--- config.mk ---
export PLATFORM = sky130hd
export DESIGN_NAME = descriptor_table_free_list_unit
export DESIGN_NICKNAME = d
export VERILOG_FILES = /design/src/rtl/dtfl_pkg.sv /design/src/rtl/dtfl_ctrl.sv /design/src/rtl/dtfl_dp.sv /design/src/rtl/descriptor_table_free_list_unit.sv
export SDC_FILE = /design/constraint.sdc
export NUM_CORES = 2
export LEC_CHECK = 0
export BUFFER_PORTS_ARGS = -buffer_cell sky130_fd_sc_hd__buf_2
export CORE_ASPECT_RATIO = 1.5
export CORE_UTILIZATION = 40
export DETAILED_ROUTE_END_ITERATION = 16
export MAX_ROUTING_LAYER = met4
export PLACE_DENSITY_LB_ADDON = 0.08
export SYNTH_ARGS = -nofsm -noshare
export SYNTH_HDL_FRONTEND = slang
export SYNTH_SLANG_ARGS = --single-unit
export TNS_END_PERCENT = 100
--- constraint.sdc ---
create_clock -name clk_i -period 8.5 [get_ports clk_i]
set_input_delay 1.7 -clock clk_i [delete_from_list [all_inputs] [get_ports clk_i]]
set_output_delay 1.7 -clock clk_i [all_outputs]
set_load 0.05 [all_outputs]
--- src/rtl/dtfl_pkg.sv ---
`default_nettype none

package dtfl_pkg;

  localparam int NUM_SLOTS_DEF = 64;
  localparam int SLOT_W        = 6;
  localparam int HANDLE_W      = 16;
  localparam int FLAG_W        = 8;
  localparam int REF_W         = 16;

  localparam logic [REF_W-1:0]  REF_MAX      = 16'hFFFF;
  localparam logic [FLAG_W-1:0] CLOSING_MARK = 8'h01;

  typedef enum logic [2:0] {
    OP_ADD   = 3'd0,
    OP_GET   = 3'd1,
    OP_PUT   = 3'd2,
    OP_CLOSE = 3'd3,
    OP_VALID = 3'd4
  } op_e;

  typedef enum logic [1:0] {
    ST_OK   = 2'd0,
    ST_FULL = 2'd1,
    ST_BAD  = 2'd2
  } status_e;

  typedef enum logic {
    S_IDLE = 1'b0,
    S_EXEC = 1'b1
  } state_e;

  typedef struct packed {
    op_e                 op;
    logic [7:0]          fd_index;
    logic [FLAG_W-1:0]   open_flags;
    logic [HANDLE_W-1:0] file_handle;
  } req_t;

  typedef struct packed {
    status_e             status;
    logic [SLOT_W-1:0]   slot;
    logic [HANDLE_W-1:0] handle_out;
    logic                is_valid;
    logic                take_global_ref;
    logic                drop_global_ref;
  } rsp_t;

  typedef struct packed {
    logic capture;
    logic commit;
  } ctrl_cmd_t;

endpackage

`default_nettype wire

--- src/rtl/dtfl_ctrl.sv ---
`default_nettype none

module dtfl_ctrl (
  input  wire logic               clk_i,
  input  wire logic               rst_ni,
  input  wire logic               in_valid_i,
  output logic                    in_ready_o,
  output logic                    out_valid_o,
  input  wire logic               out_ready_i,
  output dtfl_pkg::ctrl_cmd_t     cmd_o
);
  import dtfl_pkg::*;

  state_e state_q, state_d;
  logic   out_valid_q, out_valid_d;
  logic   out_free;

  assign out_free = !out_valid_q || out_ready_i;

  always_comb begin
    state_d = state_q;
    case (state_q)
      S_IDLE: begin
        if (in_valid_i) begin
          state_d = S_EXEC;
        end
      end
      S_EXEC: begin
        if (out_free) begin
          state_d = S_IDLE;
        end
      end
      default: begin
        state_d = S_IDLE;
      end
    endcase
  end

  always_comb begin
    in_ready_o     = 1'b0;
    cmd_o.capture  = 1'b0;
    cmd_o.commit   = 1'b0;
    case (state_q)
      S_IDLE: begin
        in_ready_o    = 1'b1;
        cmd_o.capture = in_valid_i;
      end
      S_EXEC: begin
        cmd_o.commit = out_free;
      end
      default: begin
        in_ready_o = 1'b0;
      end
    endcase
  end

  always_comb begin
    out_valid_d = out_valid_q;
    if (cmd_o.commit) begin
      out_valid_d = 1'b1;
    end else if (out_ready_i) begin
      out_valid_d = 1'b0;
    end
  end

  always_ff @(posedge clk_i or negedge rst_ni) begin
    if (!rst_ni) begin
      state_q     <= S_IDLE;
      out_valid_q <= 1'b0;
    end else begin
      state_q     <= state_d;
      out_valid_q <= out_valid_d;
    end
  end

  assign out_valid_o = out_valid_q;

endmodule

`default_nettype wire

--- src/rtl/dtfl_dp.sv ---
`default_nettype none

module dtfl_dp #(
  parameter int NUM_SLOTS = dtfl_pkg::NUM_SLOTS_DEF
) (
  input  wire logic                clk_i,
  input  wire logic                rst_ni,
  input  wire dtfl_pkg::ctrl_cmd_t cmd_i,
  input  wire dtfl_pkg::req_t      req_i,
  output dtfl_pkg::rsp_t           rsp_o
);
  import dtfl_pkg::*;

  localparam int IDX_W = $clog2(NUM_SLOTS);
  localparam int PTR_W = $clog2(NUM_SLOTS + 1);

  logic [HANDLE_W-1:0] handle_mem [NUM_SLOTS];
  logic [FLAG_W-1:0]   flag_mem   [NUM_SLOTS];
  logic [REF_W-1:0]    ref_mem    [NUM_SLOTS];
  logic [PTR_W-1:0]    next_mem   [NUM_SLOTS];
  logic [NUM_SLOTS-1:0] written_q;

  logic [PTR_W-1:0]    free_head_q, free_head_d;
  req_t                req_q;
  rsp_t                rsp_q, rsp_d;
  logic [IDX_W-1:0]    rd_addr, addr_q;
  logic                ent_written_q;
  logic [HANDLE_W-1:0] rd_handle_q;
  logic [FLAG_W-1:0]   rd_flag_q;
  logic [REF_W-1:0]    rd_ref_q;
  logic [PTR_W-1:0]    rd_next_q;

  logic [HANDLE_W-1:0] cur_handle, wr_handle;
  logic [FLAG_W-1:0]   cur_flag, wr_flag;
  logic [REF_W-1:0]    cur_ref, wr_ref, ref_dec;
  logic [PTR_W-1:0]    cur_next, wr_next;
  logic                wr_en;
  logic                in_range;
  logic                list_empty;

  assign rd_addr = (req_i.op == OP_ADD) ? free_head_q[IDX_W-1:0] : req_i.fd_index[IDX_W-1:0];

  always_ff @(posedge clk_i) begin
    if (cmd_i.capture) begin
      req_q         <= req_i;
      addr_q        <= rd_addr;
      ent_written_q <= written_q[rd_addr];
      rd_handle_q   <= handle_mem[rd_addr];
      rd_flag_q     <= flag_mem[rd_addr];
      rd_ref_q      <= ref_mem[rd_addr];
      rd_next_q     <= next_mem[rd_addr];
    end
    if (cmd_i.commit && wr_en) begin
      handle_mem[addr_q] <= wr_handle;
      flag_mem[addr_q]   <= wr_flag;
      ref_mem[addr_q]    <= wr_ref;
      next_mem[addr_q]   <= wr_next;
    end
    if (cmd_i.commit) begin
      rsp_q <= rsp_d;
    end
  end

  always_ff @(posedge clk_i or negedge rst_ni) begin
    if (!rst_ni) begin
      written_q   <= '0;
      free_head_q <= '0;
    end else if (cmd_i.commit) begin
      free_head_q <= free_head_d;
      if (wr_en) begin
        written_q[addr_q] <= 1'b1;
      end
    end
  end

  // Untouched entries read as their reset contents.
  assign cur_handle = ent_written_q ? rd_handle_q : '0;
  assign cur_flag   = ent_written_q ? rd_flag_q   : '0;
  assign cur_ref    = ent_written_q ? rd_ref_q    : '0;
  assign cur_next   = ent_written_q ? rd_next_q   : PTR_W'(addr_q) + PTR_W'(1);

  assign in_range   = {1'b0, req_q.fd_index} < 9'(NUM_SLOTS);
  assign list_empty = free_head_q >= PTR_W'(NUM_SLOTS);
  assign ref_dec    = (cur_ref != '0) ? cur_ref - REF_W'(1) : '0;

  always_comb begin
    rsp_d       = '0;
    rsp_d.status = ST_OK;
    free_head_d = free_head_q;
    wr_en       = 1'b0;
    wr_handle   = cur_handle;
    wr_flag     = cur_flag;
    wr_ref      = cur_ref;
    wr_next     = cur_next;
    case (req_q.op)
      OP_ADD: begin
        if (list_empty) begin
          rsp_d.status = ST_FULL;
        end else if (req_q.file_handle == '0) begin
          rsp_d.status = ST_BAD;
        end else begin
          wr_en                 = 1'b1;
          wr_handle             = req_q.file_handle;
          wr_flag               = req_q.open_flags;
          wr_ref                = REF_W'(1);
          free_head_d           = cur_next;
          rsp_d.slot            = SLOT_W'(addr_q);
          rsp_d.take_global_ref = 1'b1;
        end
      end
      OP_VALID: begin
        if (!in_range) begin
          rsp_d.status = ST_BAD;
        end else begin
          rsp_d.is_valid = (cur_handle != '0);
        end
      end
      OP_GET, OP_PUT, OP_CLOSE: begin
        if (!in_range || cur_handle == '0) begin
          rsp_d.status = ST_BAD;
        end else if (req_q.op == OP_GET) begin
          wr_en            = 1'b1;
          wr_ref           = (cur_ref == REF_MAX) ? cur_ref : cur_ref + REF_W'(1);
          rsp_d.handle_out = cur_handle;
        end else if (req_q.op == OP_CLOSE && (cur_flag & CLOSING_MARK) != '0) begin
          rsp_d.status = ST_OK;
        end else begin
          wr_en  = 1'b1;
          wr_ref = ref_dec;
          if (req_q.op == OP_CLOSE) begin
            wr_flag = cur_flag | CLOSING_MARK;
          end
          if (ref_dec == '0) begin
            wr_handle             = '0;
            wr_flag               = '0;
            wr_next               = free_head_q;
            free_head_d           = PTR_W'(addr_q);
            rsp_d.handle_out      = cur_handle;
            rsp_d.drop_global_ref = 1'b1;
          end
        end
      end
      default: begin
        rsp_d.status = ST_BAD;
      end
    endcase
  end

  assign rsp_o = rsp_q;

endmodule

`default_nettype wire

--- src/rtl/descriptor_table_free_list_unit.sv ---
`default_nettype none

// Descriptor table with a linked free list and a 16-bit reference count per slot.
// One request is taken at a time. In the accept cycle the addressed entry (the
// free head for add) is read from the table memory into a register; in the
// execute state the entry and the free head are updated and the result is
// loaded into the output register. The execute state holds while an earlier
// result is not taken. A new request is taken while the previous result waits.
// Reset clears the whole table at once through per-slot written bits; no
// clearing pass follows reset.
module descriptor_table_free_list_unit #(
  parameter int NUM_SLOTS = dtfl_pkg::NUM_SLOTS_DEF
) (
  input  wire logic           clk_i,
  input  wire logic           rst_ni,
  input  wire logic           in_valid_i,
  output logic                in_ready_o,
  input  wire dtfl_pkg::req_t in_req_i,
  output logic                out_valid_o,
  input  wire logic           out_ready_i,
  output dtfl_pkg::rsp_t      out_rsp_o
);
  import dtfl_pkg::*;

  ctrl_cmd_t cmd;

  dtfl_ctrl u_ctrl (
    .clk_i       (clk_i),
    .rst_ni      (rst_ni),
    .in_valid_i  (in_valid_i),
    .in_ready_o  (in_ready_o),
    .out_valid_o (out_valid_o),
    .out_ready_i (out_ready_i),
    .cmd_o       (cmd)
  );

  dtfl_dp #(
    .NUM_SLOTS (NUM_SLOTS)
  ) u_dp (
    .clk_i  (clk_i),
    .rst_ni (rst_ni),
    .cmd_i  (cmd),
    .req_i  (in_req_i),
    .rsp_o  (out_rsp_o)
  );

endmodule

`default_nettype wire

# ---- After elaboration in Yosys (flattened, before gate mapping)
# Memory sizes are Yosys's and may differ from the RTL's. A register that Yosys moved wholly into a read port is not among the register bits.
# Index checks and enable logic that the tools add are counted.
dict set report word_totals {
  ff_bits 142
  latchBits 0
  mem_bits_rw 3008
  romBits 0
  output_inout_bits 29
  wordCells 135
  memories 4
}
dict set report classes {
  n_addsub 3
  n_mul 0
  n_div 0
  magnitude_cmp 5
  n_eq_ne 11
  shifts 0
  n_mux 69
  bitwise_logic 4
  reduce_logical 23
}
# name depth width read_ports rd_clocked_by_memory_dff wr line
set mem_list {}
lappend mem_list {u_dp.handle_mem 64 16 1 1 1 dtfl_dp.sv:17} ;# logic [HANDLE_W-1:0] handle_mem [NUM_SLOTS];
lappend mem_list {u_dp.ref_mem 64 16 1 1 1 dtfl_dp.sv:19} ;# logic [REF_W-1:0] ref_mem [NUM_SLOTS];
lappend mem_list {u_dp.flag_mem 64 8 1 1 1 dtfl_dp.sv:18} ;# logic [FLAG_W-1:0] flag_mem [NUM_SLOTS];
lappend mem_list {u_dp.next_mem 64 7 1 1 1 dtfl_dp.sv:20} ;# logic [PTR_W-1:0] next_mem [NUM_SLOTS];
# cell n
set ops {}
lappend ops {{16-bit two-way mux} 18}
lappend ops {{7-bit two-way mux} 12}
lappend ops {{64-bit bitwise OR} 1}
lappend ops {{16-bit case mux with 2 select lines} 2}
lappend ops {{8-bit two-way mux} 7}
lappend ops {{16-bit logical NOT} 3}
lappend ops {{16-bit nonzero test} 2}
lappend ops {{1-bit two-way mux} 18}
lappend ops {{16-bit by 1-bit adder with 16-bit output (second input constant)} 1}
lappend ops {{16-bit equality test (second input constant)} 1}
lappend ops {{8-bit case mux with 2 select lines} 1}
lappend ops {{16-bit by 1-bit subtractor with 16-bit output (second input constant)} 1}
lappend ops {{6-bit by 7-bit less-than comparator with 1-bit output (second input constant)} 2}
lappend ops {{7-bit case mux with 2 select lines} 1}
lappend ops {{2-bit inequality test (second input constant)} 5}
lappend ops {{8-bit by 7-bit less-than comparator with 1-bit output (second input constant)} 1}
lappend ops {{2-bit two-way mux} 4}
lappend ops {{8-bit AND reduction} 1}
lappend ops {{6-bit by 1-bit adder with 7-bit output (second input constant)} 1}
lappend ops {{7-bit >= comparator (second input constant)} 1}
lappend ops {{1-bit binary-select mux with 6-bit select} 1}
lappend ops {{1-bit demux with 6-bit select} 1}
lappend ops {{3-bit by 2-bit equality test with 1-bit output (second input constant)} 2}
lappend ops {{6-bit by 1-bit >= comparator with 1-bit output (second input constant)} 1}
lappend ops {{16 further kinds} 27}

# ---- Logic depth before layout (Yosys ltp)
dict set report depth {
  word_depth 9
  ltp_mapped 15
}

# ---- Cells and area by module
# A second synthesis with hierarchy kept.
dict set report unflattened {
  hier_cells 7538
  hier_area_um2 108462.8
}
# module n_inst cells_per_inst area_each_um2 seq_area_each_um2
set by_module_without_submodules {}
lappend by_module_without_submodules {dtfl_dp 1 7529 108361.4 81533.2}
lappend by_module_without_submodules {dtfl_ctrl 1 9 101.3 50.0}

# ---- Worst setup path before layout
# OpenSTA, ideal clock, no wires.
dict set report synth_timing {
  path_kind {reg-to-reg}
  start {reg u_dp.ent_written_q}
  end {mem u_dp.ref_mem[0][5] (data pin)}
  setup_ns 0.702
  t_arrival_ns 5.397
  required_ns 7.798
  slack_ns 2.402
  stages_incl_launch_ff 14
  n_path_buf 4
  synth_period_minus_slack_ns 6.098
  path_cell_list {edfxtp_1 clkbuf_1 clkbuf_1 buf_1 clkbuf_1 nand2_1 inv_1 ha_1 nand4_1 nor4_1 a41oi_1 and3_1 xnor2_1 o21ai_0}
}
dict set report synth_via {
  elab_chain_len 7
  elab_cells_between_ends 18
  classes_between {add/sub: 2; eq/ne: 1; mux: 11; reduce/logical: 4}
}
# element line
set synth_lines {}
lappend synth_lines {{from (decl)} dtfl_dp.sv:27} ;# logic ent_written_q;
lappend synth_lines {{from (signal assigned)} dtfl_dp.sv:47} ;# ent_written_q <= written_q[rd_addr];
lappend synth_lines {{16-bit two-way mux} dtfl_dp.sv:79} ;# assign cur_ref = ent_written_q ? rd_ref_q : '0;
lappend synth_lines {{16-bit by 1-bit subtractor with 16-bit output or 16-bit nonzero test (tied branches)} dtfl_dp.sv:84} ;# assign ref_dec = (cur_ref != '0) ? cur_ref - REF_W'(1) : '0;
lappend synth_lines {{16-bit two-way mux} dtfl_dp.sv:84}
lappend synth_lines {{16-bit two-way mux} dtfl_dp.sv:125} ;# end else if (req_q.op == OP_CLOSE && (cur_flag & CLOSING_MARK) != '0) begin
lappend synth_lines {{16-bit two-way mux} dtfl_dp.sv:121} ;# end else if (req_q.op == OP_GET) begin
lappend synth_lines {{16-bit two-way mux} dtfl_dp.sv:119} ;# if (!in_range || cur_handle == '0) begin
lappend synth_lines {{16-bit case mux with 2 select lines (*)} dtfl_dp.sv:95} ;# case (req_q.op)
lappend synth_lines {{via u_dp.wr_ref[5]} dtfl_dp.sv:35} ;# logic [REF_W-1:0] cur_ref, wr_ref, ref_dec;
lappend synth_lines {{to (decl)} dtfl_dp.sv:19}
# Mark *: on every way through the listed nets, which the timed path passes. The rest lies on a longest branch.

# ---- Worst setup path in the final report
dict set report layout_timing {
  start {reg u_dp.req_q[34] (netlist bit)}
  end {mem u_dp.ref_mem[19][5] (enable)}
}
dict set report layout_via {
  elab_chain_len 9
  elab_cells_between_ends 13
  classes_between {eq/ne: 3; mux: 6; reduce/logical: 4}
}
# element line
set layout_lines {}
lappend layout_lines {{from (decl)} dtfl_dp.sv:24} ;# req_t req_q;
lappend layout_lines {{from (signal assigned)} dtfl_dp.sv:45} ;# req_q <= req_i;
lappend layout_lines {{3-bit by 2-bit equality test with 1-bit output} {dtfl_dp.sv:95, dtfl_dp.sv:125}}
lappend layout_lines {{1-bit logical AND} dtfl_dp.sv:125}
lappend layout_lines {{1-bit two-way mux} dtfl_dp.sv:125}
lappend layout_lines {{1-bit two-way mux} dtfl_dp.sv:121}
lappend layout_lines {{1-bit two-way mux} dtfl_dp.sv:119}
lappend layout_lines {{1-bit case mux with 2 select lines (*)} dtfl_dp.sv:95}
lappend layout_lines {{1-bit logical AND (*)} dtfl_dp.sv:53} ;# if (cmd_i.commit && wr_en) begin
lappend layout_lines {{1-bit two-way mux (*)} dtfl_dp.sv:53}
lappend layout_lines {{1-bit two-way mux (implied by the code) (*)} dtfl_dp.sv:56} ;# ref_mem[addr_q] <= wr_ref;
# Every way passes the cells marked *; elsewhere a longest branch is shown, timed or not.

==> results.toml <==
[outcome]
status = "finished clean"

[timing]
setup_viol = 0
final_max_slew_viol_count = 0
slew_headroom = 0.1586
clock_skew_ns = 0.04083
layout_setup_ws_ns = 2.629
hold_violations = 0
worst_slew_pin_slew_ns = 1.262
rsz0062_at_grt = "false"
fmax_mhz = 170.3
fin_tns_setup_ns = 0
timing.final.crit_share = 0.6907
post-route-min-period_ns = 5.871

[die]
ios = 68
die_area_um2 = 271200
rows = 232
die_h_um = 637.3
fp.coreArea_um2 = 266800
start_util = 0.4035
die-width_um = 425.6

[synthesis]
synth_edf_count = 2656
ys_ff_latch = 2729
synth_area_um2 = 107600
ys.flop_type = "edfxtp_1"
yosysSeqAreaShare = 0.7579
synthDistinctLibCells = 71
syn_avg_cell_area_um2 = 13.87
synth_cells = 7758
ys_warn_count = 0
async_flop_share = 0.02675
synth_fp_nets = 7800

[power_and_ir_drop]
intPower_mw = 23.58
switching_share = 0.2823
leakage_nw = 40.66
p_clk_frac = 0.355
seq_power_share = 0.495
power.density_nw_per_um2 = 270.6
ir_drop_v = 0.0001701
combPwrFrac = 0.150
switchingPower_mw = 9.276

[place]
place_hpwl_um = 199700
io_buffers = 60
pre_cts_slack_ns = 1.878
gp_congestion = 0.8697

[worst_setup_path]
cp.arrival_ns = 6.36
critPathRequiredTime_ns = 8.99
cp-startpoint = "u_dp.req_q[34]$_DFFE_PP_"
end_kind = "flop"
startpoint_type = "flop"
reg2reg_from = "u_dp.req_q[34]$_DFFE_PP_"
cp_max_fo = 26
critical_path_class = "reg2reg"

[clocking]
cts_setup_buffers = 0
cts-hold-fix-buffers = 0
htreeDepth = 5
clk_path_buf_depth = 4
clock_latency_ns = 0.86
cts_tree = "built"
cts_resized = 0
clockRootBuffer = "clkbuf_16"
clk_pin_slew_ns = 0.06
numCtsBuffers = 275
clock_sinks = 2729

[drt]
drtIter0Drc = 7300
routedWlPerCell_um = 31.58
antenna_left = 0
via_per_inst = 5.886
drc = 0
vias = 67960
routed_wl_um = 364600
drtPass1Iterations = 6

[global_route]
antenna_found_initial = 26
grt_pass1_vias = 65400
grt_usage = 0.2715
grt_max_degree = 121
grt_pass1_wl_um = 505100
grt-ovfl-total = 0

[cells_and_area]
drive_above_1_share = 0.1025
layout.nets = 7854
area_growth_pct = 12.81

[run]
max_cap_viol_count = 0

[hold_path]
hp-class = "reg2reg"
min_from = "u_dp.written_q[47]$_DFFE_PN0P_"
==> power groups by stage <==
stage	registers, mW	clock network (mW)	logic (mW)
6_report	16.3	11.7	4.92
5_1_grt	16.3	12.3	5.17
4_1_cts	16.3	11.9	4.94
3_5_place_dp	16.5	0	4.93
3_3_place_gp	16.5	0	4.85
2_1_floorplan	16.6	0	2.37
==> kinds of logic after synthesis <==
| logic type | synth area share |
|---|---|
| multiplexers | 0.02296 |
| AO/OA/AOI/OAI | 0.07918 |
| XOR/XNOR | 0.0007323 |
| flip-flops | 0.7579 |
| adder cells (fa/ha/maj) | 0.0003488 |
| buffers and inverters | 0.02099 |
| AND/OR/NAND/NOR | 0.1179 |
==> final timing paths <==
check	depth (start not counted)	slack (ns)	to
setup / recovery	7	2.63	u_dp.ref_mem[19][5]$_DFFE_PP_
hold / removal	1	0.46	u_dp.written_q[47]$_DFFE_PN0P_
setup reg to reg	7	2.63	u_dp.ref_mem[19][5]$_DFFE_PP_
hold reg to reg	1	0.46	u_dp.written_q[47]$_DFFE_PN0P_
max in group asynchronous	2	6.55	u_dp.written_q[59]$_DFFE_PN0P_
min in group asynchronous	1	0.73	u_dp.written_q[42]$_DFFE_PN0P_
==> registers in the layout, indices dropped and copies added, names as in the netlist, 6 cells and up <==
name / flops
u_dp.written_q: 64
u_dp.rd_next_q: 7
u_dp.flag_mem: 64
u_dp.next_mem: 448
u_dp.ref_mem: 1024
u_dp.rd_ref_q: 16
u_dp.addr_q: 6
u_dp.rd_handle_q: 16
u_dp.req_q: 22
u_dp.handle_mem: 1024
u_dp.rsp_o: 27
u_dp.free_head_q: 7
==> layer usage <==
| layer | vias up | wire [µm] | part of all wire | track usage |
|---|---|---|---|---|
| met5 | - | 0 | 0 | - |
| met2 | 2462 | 179900 | 0.49 | 0.4468 |
| met1 | 35430 | 146700 | 0.40 | 0.3390 |
| li1 | 29460 | - | - | - |
| met4 | 0 | 16990 | 0.047 | 0.1149 |
| met3 | 603 | 21030 | 0.058 | 0.03157 |
==> final cells by class <==
type / instances / area, µm²
fillers: 23760 / 145300
flip-flops and latches: 2729 / 81580
multi-input cells: 4480 / 24600
clock buffers: 382 / 7621
well taps: 3510 / 4392
repair buffers: 304 / 2360
clock inverters: 94 / 704.4
inverters: 22 / 108.9
diodes: 24 / 60.06
==> cells in the mapped netlist (23+ instances only) <==
library cell / instances / area [µm²]
a211oi_1: 113 / 848.3
a21oi_1: 426 / 2132
a221o_1: 27 / 270.3
a221oi_1: 138 / 1209
a311oi_1: 33 / 289.0
a31oi_1: 215 / 1345
a32oi_1: 81 / 709.4
and3_1: 91 / 569.3
buf_1: 56 / 210.2
buf_2: 121 / 605.6
clkbuf_1: 339 / 1272
dfrtp_1: 73 / 1827
edfxtp_1: 2656 / 79760
mux2i_1: 230 / 2302
nand2_1: 1950 / 7320
nand3_1: 502 / 2512
nand4_1: 105 / 656.9
nor2_1: 105 / 394.1
nor3_1: 23 / 115.1
o21ai_0: 97 / 485.5
o21bai_1: 31 / 232.7
or2_2: 38 / 237.7
or4_1: 30 / 225.2
==> per-stage QoR <==
stage                     instances  utilization  area, µm²  hold slack [ns]  power, mW
final                         11550       0.4552     121400           0.4647      32.86
after floorplan                7758            -     107600           0.4389      18.98
after global placement        11050       0.4238     113000           0.4518      21.38
after CTS                     11520       0.4550     121400           0.4692      33.05
after detailed placement      11050       0.4238     113000           0.4528      21.47
after global routing          11530       0.4550     121400           0.4837      33.74
==> placed cells by master, fill, tap and decap left out, drive strengths merged, types with 6 or more instances in the layout <==
cell     count
o21bai      31
a211o        6
and2        22
nor2       105
o22ai       19
nand4      105
a2111oi     15
nand2     1950
a22o        17
a221oi     138
diode       24
or2         38
o41ai        7
clkinv      76
buf        304
a221o       27
a21oi      426
or3         21
o221ai       7
o31ai        9
o21ai      105
mux2i      230
nor3        25
nor4        23
a32oi       81
inv         27
nand3      502
a31oi      215
dfrtp       73
mux2        15
bufinv      10
a311oi      33
a32o         7
clkbuf     382
and3        91
edfxtp    2656
a211oi     113
or4         31
==> critical path: stages, from the launching register on <==
cell,delay [ns]
edfxtp_1,0.58
nor3_1,0.90
and2_1,0.81
o21ai_0,0.43
nor2_1,0.45
nand2_1,0.77
nor2_4,0.91
buf_4,0.57
Power figures use the tool's default switching activity.
